$ cat src/design/rank_select_permutation_decoder_unit_macros.svh
// Assertion macros for the top design file.
`ifndef RANK_SELECT_PERMUTATION_DECODER_UNIT_MACROS_SVH
`define RANK_SELECT_PERMUTATION_DECODER_UNIT_MACROS_SVH

// The consequent must hold in the same cycle as the antecedent.
`define RSP_ASSERT_SAME(label, clk, rst_n, ante, cons, msg) \
	label: assert property (@(posedge clk) disable iff (!rst_n) (ante) |-> (cons)) \
		else $error(msg);

// The consequent must hold in the cycle after the antecedent.
`define RSP_ASSERT_NEXT(label, clk, rst_n, ante, cons, msg) \
	label: assert property (@(posedge clk) disable iff (!rst_n) (ante) |=> (cons)) \
		else $error(msg);

`endif

$ cat src/design/rsp_pkg.sv
`default_nettype none
package rsp_pkg;

	localparam int MAX_VALUES = 64;
	localparam int POS_W      = $clog2(MAX_VALUES);
	localparam int CNT_W      = $clog2(MAX_VALUES + 1);
	localparam int RANK_W     = 6;
	localparam int VAL_W      = 7;
	localparam int SIZE_W     = 7;
	localparam int CMP_W      = 8;

	typedef enum logic [1:0] {
		ST_IDLE,
		ST_CHECK,
		ST_SCAN,
		ST_DONE
	} rsp_state_t;

	typedef struct packed {
		logic refill;
		logic load;
		logic step;
		logic take;
		logic fail;
	} rsp_cmd_t;

	typedef struct packed {
		logic             failed;
		logic             too_big;
		logic             hit;
		logic             last;
		logic [POS_W-1:0] pos;
	} rsp_stat_t;

endpackage
`default_nettype wire

$ cat src/design/rsp_in_if.sv
`default_nettype none
interface rsp_in_if;
	import rsp_pkg::*;

	logic              valid;
	logic              ready;
	logic              start_new;
	logic [RANK_W-1:0] rank_from_top;

	modport source (output valid, output start_new, output rank_from_top, input ready);
	modport sink (input valid, input start_new, input rank_from_top, output ready);

endinterface
`default_nettype wire

$ cat src/design/rsp_out_if.sv
`default_nettype none
interface rsp_out_if;
	import rsp_pkg::*;

	logic             valid;
	logic             ready;
	logic [VAL_W-1:0] picked_value;
	logic             impossible;

	modport source (output valid, output picked_value, output impossible, input ready);
	modport sink (input valid, input picked_value, input impossible, output ready);

endinterface
`default_nettype wire

$ cat src/design/rsp_set.sv
`default_nettype none
module rsp_set
	import rsp_pkg::*;
(
	input  wire logic              clk,
	input  wire logic              arst_n,
	input  wire rsp_cmd_t          cmd,
	input  wire logic [SIZE_W-1:0] set_size,
	input  wire logic [RANK_W-1:0] rank,
	output rsp_stat_t              stat
);

	logic [MAX_VALUES-1:0] map_q;
	logic [CNT_W-1:0]      count_q;
	logic                  failed_q;
	logic [POS_W-1:0]      pos_q;
	logic [RANK_W-1:0]     left_q;

	logic [SIZE_W-1:0]     fill_n;
	logic [MAX_VALUES-1:0] fill_map;
	logic                  cur_bit;

	always_comb begin
		if (set_size > SIZE_W'(MAX_VALUES)) begin
			fill_n = SIZE_W'(MAX_VALUES);
		end else begin
			fill_n = set_size;
		end
		for (int i = 0; i < MAX_VALUES; i++) begin
			fill_map[i] = CMP_W'(i) < CMP_W'(fill_n);
		end
	end

	assign cur_bit      = map_q[pos_q];
	assign stat.failed  = failed_q;
	assign stat.too_big = CMP_W'(left_q) >= CMP_W'(count_q);
	assign stat.hit     = cur_bit && (left_q == '0);
	assign stat.last    = pos_q == '0;
	assign stat.pos     = pos_q;

	always_ff @(posedge clk or negedge arst_n) begin
		if (!arst_n) begin
			map_q    <= '0;
			count_q  <= '0;
			failed_q <= 1'b0;
		end else begin
			if (cmd.refill) begin
				map_q    <= fill_map;
				count_q  <= CNT_W'(fill_n);
				failed_q <= 1'b0;
			end else if (cmd.take) begin
				map_q[pos_q] <= 1'b0;
				count_q      <= count_q - CNT_W'(1);
			end else if (cmd.fail) begin
				failed_q <= 1'b1;
			end
		end
	end

	always_ff @(posedge clk) begin
		if (cmd.load) begin
			pos_q  <= POS_W'(MAX_VALUES - 1);
			left_q <= rank;
		end else if (cmd.step) begin
			pos_q <= pos_q - POS_W'(1);
			if (cur_bit && !stat.hit) begin
				left_q <= left_q - RANK_W'(1);
			end
		end
	end

endmodule
`default_nettype wire

$ cat src/design/rank_select_permutation_decoder_unit.sv
// Channel  Dir  Fields                        Transfer
// code     in   start_new, rank_from_top     valid && ready
// pick     out  picked_value, impossible     valid && ready
// cfg      in   set_size_wdata               set_size_we
// After its transfer an item passes the check step, the scan unless the check fails, then done.
// A new transfer is taken only once the result is in the output register and the block is idle.
// The scan tests one map position per cycle from the top and stops at a hit or at position 0.
// A rank out of range, or a sticky failure, skips the scan and goes from check straight to done.
// Reset empties the value set, clears the failure and sets set_size to 64.
// A result waits in the output register while the next item is taken and processed.
`default_nettype none
`include "rank_select_permutation_decoder_unit_macros.svh"
module rank_select_permutation_decoder_unit
	import rsp_pkg::*;
(
	input  wire logic              clk,
	input  wire logic              arst_n,
	rsp_in_if.sink                 code,
	rsp_out_if.source              pick,
	input  wire logic              set_size_we,
	input  wire logic [SIZE_W-1:0] set_size_wdata
);

	rsp_state_t        state_q;
	rsp_state_t        state_d;
	rsp_cmd_t          cmd;
	rsp_stat_t         stat;
	logic [SIZE_W-1:0] set_size_q;
	logic [VAL_W-1:0]  res_val_q;
	logic              res_imp_q;
	logic              res_load;
	logic [VAL_W-1:0]  res_val_d;
	logic              res_imp_d;
	logic              out_valid_q;
	logic [VAL_W-1:0]  out_val_q;
	logic              out_imp_q;
	logic              out_free;
	logic              in_xfer;

	assign in_xfer  = code.valid && code.ready;
	assign out_free = !out_valid_q || pick.ready;

	rsp_set u_set (
		.clk      (clk),
		.arst_n   (arst_n),
		.cmd      (cmd),
		.set_size (set_size_q),
		.rank     (code.rank_from_top),
		.stat     (stat)
	);

	always_comb begin
		state_d = state_q;
		unique case (state_q)
			ST_IDLE: begin
				if (code.valid) begin
					state_d = ST_CHECK;
				end
			end
			ST_CHECK: begin
				if (stat.failed || stat.too_big) begin
					state_d = ST_DONE;
				end else begin
					state_d = ST_SCAN;
				end
			end
			ST_SCAN: begin
				if (stat.hit || stat.last) begin
					state_d = ST_DONE;
				end
			end
			ST_DONE: begin
				if (out_free) begin
					state_d = ST_IDLE;
				end
			end
			default: state_d = ST_IDLE;
		endcase
	end

	always_comb begin
		cmd        = '0;
		code.ready = 1'b0;
		res_load   = 1'b0;
		res_val_d  = '0;
		res_imp_d  = 1'b1;
		unique case (state_q)
			ST_IDLE: begin
				code.ready = 1'b1;
				cmd.load   = code.valid;
				cmd.refill = code.valid && code.start_new;
			end
			ST_CHECK: begin
				if (stat.failed || stat.too_big) begin
					cmd.fail = 1'b1;
					res_load = 1'b1;
				end
			end
			ST_SCAN: begin
				cmd.step = 1'b1;
				if (stat.hit) begin
					cmd.take  = 1'b1;
					res_load  = 1'b1;
					res_val_d = VAL_W'(stat.pos) + VAL_W'(1);
					res_imp_d = 1'b0;
				end else if (stat.last) begin
					cmd.fail = 1'b1;
					res_load = 1'b1;
				end
			end
			ST_DONE: begin
			end
			default: begin
			end
		endcase
	end

	always_ff @(posedge clk or negedge arst_n) begin
		if (!arst_n) begin
			state_q     <= ST_IDLE;
			set_size_q  <= SIZE_W'(64);
			out_valid_q <= 1'b0;
		end else begin
			state_q <= state_d;
			if (set_size_we) begin
				set_size_q <= set_size_wdata;
			end
			if (state_q == ST_DONE && out_free) begin
				out_valid_q <= 1'b1;
			end else if (pick.ready) begin
				out_valid_q <= 1'b0;
			end
		end
	end

	always_ff @(posedge clk) begin
		if (res_load) begin
			res_val_q <= res_val_d;
			res_imp_q <= res_imp_d;
		end
		if (state_q == ST_DONE && out_free) begin
			out_val_q <= res_val_q;
			out_imp_q <= res_imp_q;
		end
	end

	assign pick.valid        = out_valid_q;
	assign pick.picked_value = out_val_q;
	assign pick.impossible   = out_imp_q;

	`RSP_ASSERT_NEXT(a_xfer_to_check, clk, arst_n, in_xfer, state_q == ST_CHECK,
		"accepted item did not enter the check step")
	`RSP_ASSERT_NEXT(a_hit_result_ok, clk, arst_n, state_q == ST_SCAN && stat.hit,
		state_q == ST_DONE && !res_imp_q && res_val_q != '0,
		"scan hit did not produce a valid pick")
	`RSP_ASSERT_NEXT(a_sticky_fail, clk, arst_n, state_q == ST_CHECK && stat.failed,
		res_imp_q && stat.failed, "sticky failure did not yield an impossible result")
	`RSP_ASSERT_SAME(a_pick_nonzero, clk, arst_n, pick.valid && !pick.impossible,
		pick.picked_value != '0, "possible result carries value zero")

endmodule
`default_nettype wire

$ cat src/flat_wrapper.sv
// flat-port wrapper written by rule: the top's interface ports become plain ports
module rank_select_permutation_decoder_unit_flat import rsp_pkg::*;
  (clk, arst_n, set_size_we, set_size_wdata, code_valid, code_start_new, code_rank_from_top, code_ready, pick_valid, pick_picked_value, pick_impossible, pick_ready);
  rsp_in_if code_i ();
  rsp_out_if pick_i ();
  input  wire logic clk;
  input  wire logic arst_n;
  input  wire logic set_size_we;
  input  wire logic [SIZE_W-1:0] set_size_wdata;
  input wire logic [$bits(code_i.valid)-1:0] code_valid;
  input wire logic [$bits(code_i.start_new)-1:0] code_start_new;
  input wire logic [$bits(code_i.rank_from_top)-1:0] code_rank_from_top;
  output wire logic [$bits(code_i.ready)-1:0] code_ready;
  output wire logic [$bits(pick_i.valid)-1:0] pick_valid;
  output wire logic [$bits(pick_i.picked_value)-1:0] pick_picked_value;
  output wire logic [$bits(pick_i.impossible)-1:0] pick_impossible;
  input wire logic [$bits(pick_i.ready)-1:0] pick_ready;
  assign code_i.valid = code_valid;
  assign code_i.start_new = code_start_new;
  assign code_i.rank_from_top = code_rank_from_top;
  assign code_ready = code_i.ready;
  assign pick_valid = pick_i.valid;
  assign pick_picked_value = pick_i.picked_value;
  assign pick_impossible = pick_i.impossible;
  assign pick_i.ready = pick_ready;
  rank_select_permutation_decoder_unit u_core (.clk(clk), .arst_n(arst_n), .code(code_i), .pick(pick_i), .set_size_we(set_size_we), .set_size_wdata(set_size_wdata));
endmodule
$ cat config.mk
export PLATFORM = sky130hd
export DESIGN_NAME = rank_select_permutation_decoder_unit_flat
export DESIGN_NICKNAME = d
export VERILOG_FILES = /design/src/design/rsp_pkg.sv /design/src/design/rsp_in_if.sv /design/src/design/rsp_out_if.sv /design/src/design/rsp_set.sv /design/src/design/rank_select_permutation_decoder_unit.sv /design/src/flat_wrapper.sv
export VERILOG_INCLUDE_DIRS = /design/src /design/src/design
export SDC_FILE = /design/constraint.sdc
export NUM_CORES = 1
export LEC_CHECK = 0
export ABC_AREA = 1
export BUFFER_PORTS_ARGS = -buffer_cell sky130_fd_sc_hd__buf_2
export CORE_MARGIN = 1
export CORE_UTILIZATION = 50
export DETAILED_ROUTE_END_ITERATION = 16
export PLACE_DENSITY = 0.67
export SLEW_MARGIN = 30
export SYNTH_ARGS = -nofsm -noshare
export SYNTH_HDL_FRONTEND = slang
export SYNTH_SLANG_ARGS = --single-unit
$ cat constraint.sdc
create_clock -name clk -period 2.6 [get_ports clk]
set_input_delay 0.26 -clock clk [delete_from_list [all_inputs] [get_ports clk]]
set_output_delay 0.26 -clock clk [all_outputs]
set_load 0.01 [all_outputs]
==> summary.md, run 1 <==
| Metric | Value |
|---|---|
| Worst-Skew Late Latency | `360 ps` |
| DRC | `0` |
| Vias per cell | `5.56` |
| CORE AREA | `13300 um2` |
| Slowest stage delay, CP | `400 ps` |
| Fin Clk Skew | `7.91 ps` |
| RSZ-0062 raised after global routing | `false` |
| Status | `completed` |
| CP cell instances | `inv_1, nor2_4, nand3_1, nand2_1, o21ai_1, nand2_1, nor2_1, nand2_2, nand3_2, buf_4, nand3b_1, nand2_1, inv_1` |
| Max-slew violation count | `0` |
| Slowest-stage cell, CP | `dfxtp_1` |
| Reg2reg start | `u_core.u_set.pos_q[2]` |
| Synth async-reset ratio | `74.5%` |
| Post-Route WL | `19900 um` |
| Ant diodes | `0` |
| Clock buffer depth | `2` |
| CTS clk-pin slew, worst paths | `80 ps` |
| Commonest non-fill, non-tap cells in the layout | `266 x nand2_1, 125 x inv_1, 97 x o21ai_0` |
| Top cell by count, worst path | `nand2_1` |
| Worst Hold Launch | `set_size_wdata[4]` |
| IO buf count | `28` |
| Setup WS post-layout | `220 ps` |
| Initial antenna violation count | `1` |
| FP Rows | `42` |
| Distinct cell type count after synthesis | `45` |
| Fin crit share | `91.5%` |
| Post-synthesis cell count | `951` |
| Post-CTS setup buffer count | `0` |
| Net count reported at finish | `1025` |
| Die Area | `14300 um2` |
| Max_slew headroom | `49.3%` |
| Critical Path RT | `2640 ps` |
| Hold Vio Cnt, Final | `0` |
| CP Class | `register to register` |
| Largest net degree at the start of global routing | `62` |
| Critical path data arrival time | `2420 ps` |
| Maximum vdd drop | `0.526 mV` |
| Sequential cell area fraction in the yosys report | `41.0%` |
| Max Cap Violations | `0` |
| Num CTS Buffers | `9` |
| H-tree levels | `3` |
| Io pins | `29` |
| Final instance area | `7690 um2` |
| Area Growth Syn to Fin | `11.1%` |
| Layout cells sized above 1 | `12.3%` |
| DIE HEIGHT | `120 um` |
| Routed WL per cell | `17.0 um` |
| DR iter-0 viols | `629` |
| WP depth | `13` |
| Top_reg_cell synth | `dfrtp_1` |
| GRT Overall Usage | `29.4%` |
| First-pass GRT wire length | `32500 um` |
| Via count of the first global-routing pass | `6165` |
| Antenna Nets Post-Route | `0` |
| Leak | `3.64 nW` |
| Tmin final | `2380 ps` |
| Crit. End Element | `register` |
| Hold crit path type | `primary input to register` |
| Routed vias | `6512` |
| Hpwl dp | `14700 um` |
| Clock Sinks | `110` |
| Fin Setup TNS | `0 ps` |
| Cells on worst reg2reg path | `13` |
| Synthesized area | `6920 um2` |
| Die extent in x | `120 um` |
| Dpl cell area | `7380 um2` |
| Final Setup Violations | `0` |
| Total chip power | `0.00830 W` |
| Crit start category | `register` |
| Worst-margin pin slew | `761 ps` |
| Hold Path Cell Cnt | `3` |
| PD cells | `1080 nW/um2` |
| GP Congestion | `0.918` |
| Worst-path maximum fanout | `10` |
| Post-synth EDFFs | `22` |
| Clock root buffer | `clkbuf_16` |
| Max Clk Rate | `420 MHz` |
| Avg Cell Area, Syn | `7.27 um2` |
| Drt pass-1 iters | `5` |
| Worst slack at placement | `203 ps` |
| Synth Net Count | `985` |
| GRT overflow | `0` |
| CP delay by family, top | `simple AND/OR/NAND/NOR gates` |
| TritonCTS clock tree | `built` |
| Most common cell after layout, fill and taps aside | `nand2_1` |
| WP buf/inv | `3` |
| Synth Register Bits | `110` |
| Starting Density | `51.8%` |
| Yosys warns | `0` |
| Critical path origin | `u_core.u_set.pos_q[2]` |
-- synth_stat cells, drive strengths merged (5+ instances only) --
library cell	instances	area, um2
nand2	270	1030
o21ai	138	758
inv	130	488
dfrtp	81	2030
nand3	70	355
nor2	62	260
a21oi	52	264
buf	25	199
edfxtp	22	661
clkbuf	16	61.3
ha	15	188
nor3	10	72.6
a22oi	9	67.6
dfxtp	6	120
o211ai	6	45.0
o221ai	5	43.8
-- what timing repair did --
action / in CTS / in global routing
endpoints found under the hold margin: 41 / 0
resized for setup: 0 / 1
setup endpoints to repair: 0 / 8
hold buffers: 1 / 0
-- power by group --
part           leakage, nW  total (W)  switching (W)  internal (W)
logic                 2.19    0.00398        0.00258       0.00140
clock network        0.143    0.00143       0.000679      0.000752
registers             1.31    0.00288       0.000414       0.00247
total                 3.64    0.00830        0.00367       0.00463
-- worst min-delay path, delay by kind of cell --
family	cells	cell delay [ps]
AOI/OAI and AO/OA	1	50
buffers and inverters	1	70
and+or+nand+nor	1	40
-- flip-flops by register name (all words and copies together), names as in the netlist --
signal                    cells
u_core.pick.impossible        1
u_core.u_set.left_q           6
u_core.state_q                2
u_core.pick.valid             1
u_core.res_imp_q              1
u_core.u_set.count_q          7
u_core.u_set.pos_q            6
u_core.pick.picked_value      7
u_core.res_val_q              7
u_core.u_set.map_q           64
u_core.u_set.failed_q         1
u_core.set_size_q             7
-- routing by layer --
metal / up-vias / share of wire [%] / track usage (%)
met5: - / 0 / 0
met1: 2998 / 46 / 43.1
met4: 0 / 2.1 / 11.6
li1: 3180 / - / -
met3: 31 / 8.3 / 4.85
met2: 303 / 43 / 43.2
-- area by class of cell --
class | instances | area (um2)
fill | 1323 | 5660
clock inverter | 7 | 73.8
inverter | 130 | 488
timing repair buffer | 70 | 510
clock buffer | 9 | 225
sequential | 110 | 2840
multi-input combinational | 670 | 3330
tap | 176 | 220
-- through the flow --
| step | util, % | hold WS (ps) | instances |
|---|---|---|---|
| detailed placement | 55.3 | 308 | 1155 |
| floorplan | - | -35.6 | 951 |
| global route | 57.6 | 118 | 1172 |
| global placement | 55.3 | 305 | 1155 |
| finish | 57.6 | 97.3 | 1172 |
| CTS | 57.6 | 97.2 | 1172 |
-- cells by family (layout without fill, tap and decap cells) --
kind of cell	after synthesis	count (layout)	synth area share, %
AO/OA/AOI/OAI	227	227	18.9
XOR/XNOR	8	8	1.01
adder cells (fa/ha/maj)	15	15	2.71
buffers and inverters	171	216	10.8
flip-flops	110	110	41.0
AND/OR/NAND/NOR	420	420	25.6
-- path summary, 6_finish.rpt --
path                                               end  slack (ps)
setup / recovery                   u_core.res_val_q[5]         220
hold / removal                    u_core.set_size_q[4]         100
setup reg to reg                   u_core.res_val_q[5]         220
hold reg to reg            u_core.pick.picked_value[4]         420
max in group asynchronous       u_core.u_set.map_q[35]        1510
min in group asynchronous            u_core.pick.valid         440
(Power assumes the default switching activity.)
==> run 2: changes to the inputs <==
--- a/config.mk
+++ b/config.mk
@@ -9,9 +9,8 @@
 export ABC_AREA = 1
 export BUFFER_PORTS_ARGS = -buffer_cell sky130_fd_sc_hd__buf_2
 export CORE_MARGIN = 1
-export CORE_UTILIZATION = 50
+export CORE_UTILIZATION = 40
 export DETAILED_ROUTE_END_ITERATION = 16
-export PLACE_DENSITY = 0.67
 export SLEW_MARGIN = 30
 export SYNTH_ARGS = -nofsm -noshare
 export SYNTH_HDL_FRONTEND = slang
==> run 2 against run 1 <==
Compared with the run above: design area grew 0.42%; highest routed layer unchanged; final cell count up 3.4%; clock power is essentially flat; maximum frequency decreased by 0.90%; worst hold slack better by 1.7 ps; combinational power shrank 1%; die area rose by 25%; worst setup slack got worse by 22 ps; non-clock buffer count shrank 4; first-iteration DRC count is 5.6% higher; critical path depth decreased by 1; sequential cell count stayed put.
==> summary.md, run 2 (synthesis gave the netlist of run 1 again) <==
| Metric | Value |
|---|---|
| Status | `completed` |
| Fin crit share | `92.4%` |
| Antenna Nets Post-Route | `0` |
| Via count of the first global-routing pass | `6097` |
| Post-Route WL | `20500 um` |
| Max Cap Violations | `0` |
| Drt pass-1 iters | `6` |
| PD cells | `1070 nW/um2` |
| Commonest non-fill, non-tap cells in the layout | `266 x nand2_1, 125 x inv_1, 97 x o21ai_0` |
| Crit. End Element | `register` |
| Clock root buffer | `clkbuf_16` |
| Worst-margin pin slew | `741 ps` |
| Internal power | `0.00455 W` |
| FP Rows | `47` |
| Max_slew headroom | `50.6%` |
| Top reg by flops | `u_core.u_set.map_q` |
| Fin Clk Skew | `17.2 ps` |
| Sw frac | `44.9%` |
| WP buf/inv | `2` |
| Slowest-stage cell, CP | `dfxtp_1` |
| CP delay by family, top | `simple AND/OR/NAND/NOR gates` |
| Worst-path maximum fanout | `9` |
| Area Growth Syn to Fin | `11.6%` |
| Final Setup Violations | `0` |
| CP Class | `register to register` |
| IO buf count | `28` |
| H-tree levels | `3` |
| Crit start category | `register` |
| Initial antenna violation count | `0` |
| CP cell instances | `inv_2, nor2_4, nand3_1, o21ai_1, o21ai_1, nand2_1, nor2_1, nand2_2, nand3_2, nand3b_1, nand2_1, inv_1` |
| Share of total power in the clock network | `17.2%` |
| Io pins | `29` |
| Hold Vio Cnt, Final | `0` |
| Die Area | `17800 um2` |
| Area of the multi-input gates | `3340 um2` |
| Max-slew violation count | `0` |
| Hpwl dp | `15100 um` |
| Worst Hold Launch | `set_size_wdata[0]` |
| Die extent in x | `133 um` |
| Reg2reg start | `u_core.u_set.pos_q[1]` |
| Max Clk Rate | `416 MHz` |
| Maximum vdd drop | `0.616 mV` |
| TritonCTS clock tree | `built` |
| DR iter-0 viols | `664` |
| Tmin final | `2400 ps` |
| Worst-Skew Late Latency | `370 ps` |
| DRC | `0` |
| Num CTS Buffers | `9` |
| Routed vias | `6389` |
| RSZ-0062 raised after global routing | `false` |
| Fill cell count | `1718` |
| CTS clk-pin slew, worst paths | `80 ps` |
| GRT Overall Usage | `24.3%` |
| DIE HEIGHT | `133 um` |
| NetSw | `0.00371 W` |
| Max FFs per register | `64` |
| Hold crit path type | `primary input to register` |
| Sequential Power Share | `35.3%` |
| Critical path origin | `u_core.u_set.pos_q[1]` |
| CORE AREA | `16800 um2` |
| Slowest stage delay, CP | `540 ps` |
| Largest net degree at the start of global routing | `70` |
| Starting Density | `41.3%` |
| Routed WL per cell | `16.9 um` |
| Clock Sinks | `110` |
| Clock buffer depth | `2` |
| Combinational cell fraction of total power | `47.5%` |
| Leak | `3.63 nW` |
| Total chip power | `0.00826 W` |
| First-pass GRT wire length | `33300 um` |
| Post-CTS setup buffer count | `0` |
| Critical Path RT | `2640 ps` |
| FF+latch area | `2840 um2` |
| Net count reported at finish | `1021` |
| Fin Setup TNS | `0 ps` |
| GRT overflow | `0` |
| WHS | `99.0 ps` |
| Ant diodes | `0` |
| Most common cell after layout, fill and taps aside | `nand2_1` |
| Critical path data arrival time | `2440 ps` |
| Layout cells sized above 1 | `12.2%` |
| Vias per cell | `5.27` |
| GP Congestion | `0.943` |
==> run 2: repair_timing <==
item	4_1_cts	5_1_grt
endpoints found under the hold margin	44	0
endpoints found under the setup margin	0	25
hold buffers	1	0
gates resized for setup	0	2
==> run 2: layout make-up <==
class	count	share of cell area, %
clock buffers	11	3.14
clock inverters	5	0.632
inverters	130	6.32
multi-input cells	670	43.2
flip-flops and latches	110	36.7
well taps	220	3.57
repair buffers	66	6.39
==> run 2: worst min-delay path, delay by kind of cell <==
family,cells,cell delay [ps]
AO/OA/AOI/OAI,1,50
buffers and inverters,1,70
AND/OR/NAND/NOR,1,40
==> run 2: stage by stage <==
stage	worst slack, ps	instances	instance area [um2]	utilization [%]
6_report	198	1212	7720	46.1
5_1_grt	19.8	1212	7720	46.1
4_1_cts	197	1212	7710	46.0
3_5_place_dp	219	1195	7410	44.2
3_3_place_gp	211	1195	7410	44.2
2_1_floorplan	455	951	6920	-
==> run 2: worst paths after layout <==
check / end / slack [ps] / cells past startpoint
hold / removal: u_core.set_size_q[0] / 100 / 3
min in group asynchronous: u_core.u_set.map_q[7] / 480 / 2
max in group asynchronous: u_core.set_size_q[6] / 1440 / 3
setup reg to reg: u_core.res_val_q[6] / 200 / 12
hold reg to reg: u_core.pick.picked_value[3] / 420 / 0
setup / recovery: u_core.res_val_q[6] / 200 / 12
==> run 2: metal layers <==
layer | GRT usage (%) | wire (um)
met5 | 0 | 0
met2 | 37.2 | 8890
met4 | 7.95 | 433
met3 | 4.03 | 1360
met1 | 34.7 | 9830
==> run 2: power groups by stage <==
stage | Sequential [W] | Combinational, W | Clock [W]
2_1_floorplan | 0.00281 | 0.00290 | 0
6_report | 0.00291 | 0.00393 | 0.00142
4_1_cts | 0.00290 | 0.00392 | 0.00143
3_5_place_dp | 0.00293 | 0.00390 | 0
5_1_grt | 0.00300 | 0.00447 | 0.00148
3_3_place_gp | 0.00292 | 0.00388 | 0
==> run 3: changes to the inputs <==
==> constraint.sdc (replaced) <==
create_clock -name clk -period 2.7 [get_ports clk]
set_input_delay 0.27 -clock clk [delete_from_list [all_inputs] [get_ports clk]]
set_output_delay 0.27 -clock clk [all_outputs]
set_load 0.01 [all_outputs]
==> run 3 against run 2 <==
Compared with the run above: design area down 0.57%; critical path depth grew 2; sequential share of layout area grew 0.19 points.
==> summary.md, run 3 (synthesis gave the netlist of run 1 again) <==
| Metric | Value |
|---|---|
| Reg2reg start | `u_core.u_set.pos_q[1]` |
| Status | `completed` |
| Commonest non-fill, non-tap cells in the layout | `266 x nand2_1, 125 x inv_1, 97 x o21ai_0` |
| Critical path data arrival time | `2770 ps` |
| DIE HEIGHT | `133 um` |
| Fin Setup TNS | `0 ps` |
| Max-slew violation count | `0` |
| Leak | `3.60 nW` |
| Crit start category | `register` |
| Largest net degree at the start of global routing | `57` |
| Tmin final | `2530 ps` |
| Crit. End Element | `register` |
| PD cells | `1030 nW/um2` |
| Routed WL per cell | `16.8 um` |
| Final Setup Violations | `0` |
| Worst-Skew Late Latency | `370 ps` |
| CP Class | `register to register` |
| Post-Route WL | `20300 um` |
| Hpwl dp | `14700 um` |
| Num CTS Buffers | `9` |
| Max Cap Violations | `0` |
| Io pins | `29` |
| Die Area | `17800 um2` |
| Starting Density | `41.3%` |
| Slowest stage delay, CP | `520 ps` |
| Most common cell after layout, fill and taps aside | `nand2_1` |
| CORE AREA | `16800 um2` |
| Ant diodes | `0` |
| Slowest-stage cell, CP | `dfxtp_1` |
| TritonCTS clock tree | `built` |
| Hold crit path type | `primary input to register` |
| DR iter-0 viols | `786` |
| Maximum vdd drop | `0.492 mV` |
| Fin Clk Skew | `14.4 ps` |
| Via count of the first global-routing pass | `6106` |
| Worst Hold Launch | `set_size_wdata[6]` |
| Worst-path maximum fanout | `56` |
| GRT Overall Usage | `23.9%` |
| Clock buffer depth | `2` |
| Antenna Nets Post-Route | `0` |
| Die extent in x | `133 um` |
| FP Rows | `47` |
| H-tree levels | `3` |
| Net count reported at finish | `1015` |
| Drt pass-1 iters | `5` |
| GP Congestion | `0.999` |
| RSZ-0062 raised after global routing | `false` |
| Vias per cell | `5.36` |
| Area Growth Syn to Fin | `11.0%` |
| Initial antenna violation count | `0` |
| Top cell by count, worst path | `nand2_1` |
| Clock root buffer | `clkbuf_16` |
| Critical path origin | `u_core.u_set.pos_q[1]` |
| Worst-margin pin slew | `733 ps` |
| Layout cells sized above 1 | `11.4%` |
| Resized cells post-CTS | `0` |
| Post-CTS setup buffer count | `0` |
| Hold Vio Cnt, Final | `0` |
| First-pass GRT wire length | `32900 um` |
| Layout Cells excl Fill | `1206` |
| CP cell instances | `inv_2, nor2_4, nand3_1, nand2_1, o21ai_1, nand2_1, nor2_1, nand2_2, nand3_2, nand2_4, inv_2, buf_12, nand2_1, o21ai_0` |
| Routed vias | `6461` |
| Max Clk Rate | `396 MHz` |
| CTS clk-pin slew, worst paths | `80 ps` |
| Max FFs per register | `64` |
| Top reg by flops | `u_core.u_set.map_q` |
| GRT overflow | `0` |
| Fin crit share | `93.6%` |
| CP delay by family, top | `simple AND/OR/NAND/NOR gates` |
| IO buf count | `28` |
| Clock Sinks | `110` |
| Critical Path RT | `2940 ps` |
| Dpl cells | `1189` |
| DRC | `0` |
| WP buf/inv | `3` |
| Max_slew headroom | `51.2%` |
-- run 3: final cells by class --
cell class                      instances  area (um2)
Timing Repair Buffer                   60         448
Tap cell                              220         275
Clock buffer                           10         229
Sequential cell                       110        2830
Clock inverter                          6        67.6
Fill cell                            1702        9080
Inverter                              130         488
Multi-Input combinational cell        670        3330
-- run 3: metal layers --
metal / share of wire [%] / GRT usage, %
met5: 0 / 0
met1: 46 / 33.3
met2: 44 / 36.7
met4: 2.0 / 8.96
met3: 7.9 / 4.79
-- run 3: final timing paths --
kind | end | slack [ps] | cells past startpoint
min reg2reg | u_core.pick.picked_value[3] | 420 | 0
max | u_core.u_set.map_q[12] | 170 | 14
max reg2reg | u_core.u_set.map_q[12] | 170 | 14
min in group asynchronous | u_core.u_set.map_q[46] | 450 | 2
min | u_core.set_size_q[6] | 100 | 3
max in group asynchronous | u_core.u_set.map_q[37] | 1620 | 3
-- run 3: repair_timing --
item,CTS,global route
hold buffers,1,0
hold endpoints to repair,42,0
endpoints found under the setup margin,0,0
-- run 3: worst min-delay path, cell delays in order --
cell	delay, ps
buf_2	70
nand2_1	30
o21ai_0	60
-- run 3: report_power, final --
| group | leakage (nW) | switching [W] | internal, W |
|---|---|---|---|
| clock network | 0.142 | 0.000667 | 0.000728 |
| logic | 2.15 | 0.00245 | 0.00130 |
| registers | 1.31 | 0.000413 | 0.00238 |
-- run 3: per-stage QoR --
| step | worst slack, ps | total power (W) | hold WS (ps) | instance area [um2] | util, % |
|---|---|---|---|---|---|
| 6_report | 174 | 0.00794 | 96.5 | 7670 | 45.8 |
| 5_1_grt | 6.45 | 0.00857 | 123 | 7670 | 45.8 |
| 4_1_cts | 208 | 0.00794 | 93.4 | 7670 | 45.8 |
| 3_5_place_dp | 216 | 0.00653 | 322 | 7370 | 44.0 |
| 3_3_place_gp | 252 | 0.00650 | 325 | 7370 | 44.0 |
| 2_1_floorplan | 555 | 0.00549 | -25.6 | 6920 | - |
